**config.mk**
```make
export PLATFORM = sky130hd
export DESIGN_NAME = dmma_ctrl
export DESIGN_NICKNAME = d
export VERILOG_FILES = /design/src/sv/dmma_pkg.sv /design/src/sv/dmma_ctrl.sv
export SDC_FILE = /design/constraint.sdc
export NUM_CORES = 1
export LEC_CHECK = 0
export ABC_AREA = 1
export BUFFER_PORTS_ARGS = -buffer_cell sky130_fd_sc_hd__buf_2
export CORE_ASPECT_RATIO = 1.4
export CORE_MARGIN = 8
export CORE_UTILIZATION = 48
export CTS_CLUSTER_SIZE = 30
export DETAILED_ROUTE_END_ITERATION = 10
export GPL_TIMING_DRIVEN = 0
export PLACE_DENSITY_LB_ADDON = 0.3
export SKIP_CTS_REPAIR_TIMING = 1
export SLEW_MARGIN = 25
export SYNTH_ARGS = -nofsm -noshare
export SYNTH_HDL_FRONTEND = slang
export SYNTH_SLANG_ARGS = --single-unit
```
**constraint.sdc**
```tcl
create_clock -name clk -period 2.1 [get_ports clk]
set_input_delay 0.42 -clock clk [delete_from_list [all_inputs] [get_ports clk]]
set_output_delay 0.42 -clock clk [all_outputs]
set_load 0.005 [all_outputs]
```
**src/sv/dmma_pkg.sv**
```systemverilog
package dmma_pkg;

  localparam int MAX_SIZE     = 16;
  localparam int ELEMENT_BITS = 32;
  localparam int CELLS        = MAX_SIZE * MAX_SIZE;
  localparam int ADDR_W       = $clog2(CELLS);
  localparam int IDX_W        = $clog2(MAX_SIZE);
  localparam int ORD_W        = IDX_W + 1;
  localparam int PROD_W       = 2 * ELEMENT_BITS;
  localparam int ACC_W        = PROD_W + 8;
  localparam int FRAC_BITS    = 16;

  localparam logic [1:0] KIND_LOAD_A  = 2'd0;
  localparam logic [1:0] KIND_LOAD_B  = 2'd1;
  localparam logic [1:0] KIND_LOAD_C  = 2'd2;
  localparam logic [1:0] KIND_COMPUTE = 2'd3;

  typedef struct packed {
    logic             load;
    logic [1:0]       load_kind;
    logic             issue;
    logic             first;
    logic             last;
    logic             store;
    logic             last_col;
    logic [IDX_W-1:0] row;
    logic [IDX_W-1:0] col;
    logic [IDX_W-1:0] k;
    logic [ORD_W-1:0] order;
  } cmd_t;

  typedef struct packed {
    logic acc_done;
  } stat_t;

endpackage

```
**src/sv/dmma_ctrl.sv**
```systemverilog
module dmma_ctrl (
  input  logic                    clk,
  input  logic                    rst,
  input  logic                    start,
  output logic                    busy,
  input  logic [1:0]              kind,
  input  logic                    cfg_valid,
  output logic                    cfg_ready,
  input  logic [4:0]              cfg_data,
  input  dmma_pkg::stat_t         stat,
  output dmma_pkg::cmd_t          cmd
);
  import dmma_pkg::*;

  localparam logic [1:0] S_IDLE  = 2'd0;
  localparam logic [1:0] S_ISSUE = 2'd1;
  localparam logic [1:0] S_DRAIN = 2'd2;

  logic [1:0]       state;
  logic [4:0]       size_in_use;
  logic [IDX_W-1:0] next_row;
  logic [IDX_W-1:0] row_i;
  logic [IDX_W-1:0] col_j;
  logic [IDX_W-1:0] k_cnt;
  logic [ORD_W-1:0] order;
  logic [ORD_W-1:0] order_m1;
  logic             accept;
  logic             k_last;
  logic             col_last;
  logic [ORD_W-1:0] row_inc;

  always_comb begin
    if (size_in_use == 5'd0) begin
      order = ORD_W'(1);
    end else if (ORD_W'(size_in_use) > ORD_W'(MAX_SIZE)) begin
      order = ORD_W'(MAX_SIZE);
    end else begin
      order = ORD_W'(size_in_use);
    end
  end

  assign order_m1  = order - ORD_W'(1);
  assign busy      = (state != S_IDLE);
  assign cfg_ready = ~busy;
  assign accept    = start && (state == S_IDLE);
  assign k_last    = ({1'b0, k_cnt} == order_m1);
  assign col_last  = ({1'b0, col_j} == order_m1);
  assign row_inc   = {1'b0, row_i} + ORD_W'(1);

  always_comb begin
    cmd           = '0;
    cmd.load      = accept && (kind != KIND_COMPUTE);
    cmd.load_kind = kind;
    cmd.issue     = (state == S_ISSUE);
    cmd.first     = (k_cnt == '0);
    cmd.last      = k_last;
    cmd.store     = (state == S_DRAIN) && stat.acc_done;
    cmd.last_col  = col_last;
    cmd.row       = row_i;
    cmd.col       = col_j;
    cmd.k         = k_cnt;
    cmd.order     = order;
  end

  always_ff @(posedge clk) begin
    if (rst) begin
      state       <= S_IDLE;
      size_in_use <= 5'(MAX_SIZE);
      next_row    <= '0;
      row_i       <= '0;
      col_j       <= '0;
      k_cnt       <= '0;
    end else begin
      if (cfg_valid && cfg_ready) begin
        size_in_use <= cfg_data;
      end
      case (state)
        S_IDLE: begin
          if (accept && (kind == KIND_COMPUTE)) begin
            row_i <= ({1'b0, next_row} >= order) ? '0 : next_row;
            col_j <= '0;
            k_cnt <= '0;
            state <= S_ISSUE;
          end
        end
        S_ISSUE: begin
          if (k_last) begin
            state <= S_DRAIN;
          end else begin
            k_cnt <= k_cnt + IDX_W'(1);
          end
        end
        S_DRAIN: begin
          if (stat.acc_done) begin
            if (col_last) begin
              next_row <= (row_inc >= order) ? '0 : row_inc[IDX_W-1:0];
              state    <= S_IDLE;
            end else begin
              col_j <= col_j + IDX_W'(1);
              k_cnt <= '0;
              state <= S_ISSUE;
            end
          end
        end
        default: begin
          state <= S_IDLE;
        end
      endcase
    end
  end

endmodule

```
==> impl_metrics.toml <==
[timing]
slew_viol_final = 0
max_freq_mhz = 391
skew_ps = 6.85
hold_viol = 0
fin_crit_sh = 1.22
setup_viol = 17
relSlewSlack = 0.630
finalCriticalPeriod_ps = 2560
fin_ws_ps = -457
rsz0062_at_grt = "true"
tightest_slew_ps = 554

[floorplanning]
row_count = 25
io_pins = 39
die-area_um2 = 5570
initial_utilization = 0.494
die_w_um = 65.4
core_area_um2 = 3320
die_h_um = 85.1

[drt]
first_iter_violations = 52
via_per_inst = 5.07
drc = 0
first_pass_iters = 4
wl_per_cell_um = 13.0
routed_wl_mm = 4.42
drtAntennaViolNets = 0
via_count = 1718

[yosys]
ys_warn_count = 0
syn_nets = 270
synth_seq_area_share = 0.281
synth_cell_type_count = 29
synth_area_um2 = 1640
syn-mean-instance-area_um2 = 6.72
synth_seq_cells = 23
netlist_instances = 244

[clock_network]
cts.clk_slew.worst_paths_ps = 90
clock_path_buffers = 2
cts_buffers = 3
cts_sinks = 23
htree_levels = 1
clk-insertion-delay-late_ps = 260
cts_tree = "built"
cts_root_buf = "clkbuf_8"

[run_status]
violations = "setup timing"
outcome = "finished with violations"

[flow_run]
maxCapViolations = 0

[worst_setup_path]
rr_worst_depth = 15
crit_path_max_fanout = 4
cp.required_ps = 1680
worst_setup_path_end_kind = "output port"
crit_arrival_ps = 2140
start_kind = "flip-flop"
crit_type = "reg2out"

[global_routing]
grt_pass1_vias = 1553
track_usage = 0.142
grt_pass1_wl_mm = 6.56
grt_start_max_net_pins = 14
grt_antenna_before_repair = 0
overflow = 0

[final_layout]
area_growth_pct = 33.8
nets = 326
final_area_um2 = 2190
final_util = 0.662
drive_gt1_frac = 0.361
antenna_cells = 0
fillers = 304

[worst_hold_path]
whs_path_depth = 2
hp-class = "in2reg"

[power]
power.leakage_nw = 1.04
ir_drop_v = 0.000417
power.density_nw_per_um2 = 574

[placed_design]
detailed_place_hpwl_mm = 3.23
placed_area_um2 = 1900
gp_congestion = 0.876
portBuffers = 38
## state kept, by name, indices dropped and copies added, names as in the netlist
register / cells
col_j: 4
k_cnt: 4
state: 2
size_in_use: 5
row_i: 4
next_row: 4
## synth_stat cells
library cell  count  share of area
inv_1            33          0.076
nor2_1           28          0.064
and2_1            1         0.0038
nand4_1           7          0.027
a21oi_1          14          0.043
clkbuf_1          3         0.0069
nand3_1          16          0.049
ha_1             14           0.11
nand2_2           7          0.027
a21oi_2           1         0.0053
o21ai_0          14          0.043
nand4_2           1         0.0076
buf_4             4          0.018
nand3_2           1         0.0061
dfxtp_1          23           0.28
xnor2_1           3          0.016
nor2_4            2          0.014
o21ai_1           1         0.0031
xor2_1            4          0.021
nand3b_1          2         0.0092
or2_2             2         0.0076
o21a_1            1         0.0046
o211ai_1          1         0.0046
a21boi_0          1         0.0046
inv_2             4         0.0092
nand2_1          52           0.12
nor2_2            2         0.0076
o32ai_1           1         0.0053
nand3_4           1          0.011
## cells by family after synthesis
kind of cell / synth area share
AO/OA/AOI/OAI: 0.113
XOR/XNOR: 0.0374
adder cells (fa/ha/maj): 0.107
buffers and inverters: 0.110
flip-flops: 0.281
AND/OR/NAND/NOR: 0.352
## layout make-up
| cell class | count | area [µm²] | share of cell area |
|---|---|---|---|
| plain buffers | 7 | 48.8 | 0.0222 |
| clock buffers | 3 | 41.3 | 0.0188 |
| clock inverters | 1 | 5.00 | 0.00228 |
| flip-flops and latches | 23 | 473 | 0.216 |
| multi-input cells | 177 | 1120 | 0.511 |
| well taps | 40 | 50.0 | 0.0228 |
| repair buffers | 51 | 304 | 0.139 |
| inverters | 37 | 151 | 0.0690 |
## per-layer routing
metal / global-route usage / routed length (µm)
met1: 0.145 / 1790
met2: 0.274 / 2410
met3: 0.0237 / 148
met4: 0.0438 / 74
met5: 0 / 0
## worst paths after layout
kind                                startpoint     endpoint  slack, ps
worst max-delay path            size_in_use[2]      cmd[17]       -460
worst min register to register     next_row[0]  next_row[0]        480
worst max register to register  size_in_use[2]     col_j[1]       -130
worst min-delay path                       rst     col_j[2]        340
## layout by cell type (no fill, tap or decap), drive strengths merged
cell | synthesis | routed
a21boi | 1 | 1
a21oi | 15 | 15
and2 | 1 | 1
buf | 4 | 55
clkbuf | 3 | 6
clkinv | 0 | 1
dfxtp | 23 | 23
ha | 14 | 14
inv | 37 | 37
nand2 | 59 | 59
nand3 | 18 | 18
nand3b | 2 | 2
nand4 | 8 | 8
nor2 | 32 | 32
o211ai | 1 | 1
o21a | 1 | 1
o21ai | 15 | 15
o32ai | 1 | 1
or2 | 2 | 2
xnor2 | 3 | 3
xor2 | 4 | 4
## through the flow
| step | hold slack, ps | cells | power [W] | setup WS, ps | setup TNS (ps) |
|---|---|---|---|---|---|
| 2_1_floorplan | 450 | 244 | 0.000781 | 6.16 | 0 |
| 3_5_place_dp | 467 | 322 | 0.000898 | -355 | -3280 |
| 4_1_cts | 336 | 326 | 0.00118 | -664 | -4250 |
| 3_3_place_gp | 460 | 322 | 0.000892 | -348 | -2800 |
| 5_1_grt | 343 | 339 | 0.00135 | -579 | -5010 |
| 6_report | 341 | 339 | 0.00126 | -457 | -1830 |
## worst max-delay path, stage by stage (launching register included)
cell and delay (ps):
dfxtp_4 370, nor2_4 130, nand2_1 80, nand2_2 100, nand2_4 80, ha_4 250, xnor2_1 130, nor2_2 140
nand3_2 90, a21oi_4 170, and2_4 170, buf_6 80, buf_6 80
## report_power, final
group          total [W]  switching (W)  internal (W)
combinational   0.000477       0.000274      0.000203
clock           0.000276       0.000143      0.000132
sequential      0.000507      0.0000418      0.000465
Power figures use the tool's default switching activity.
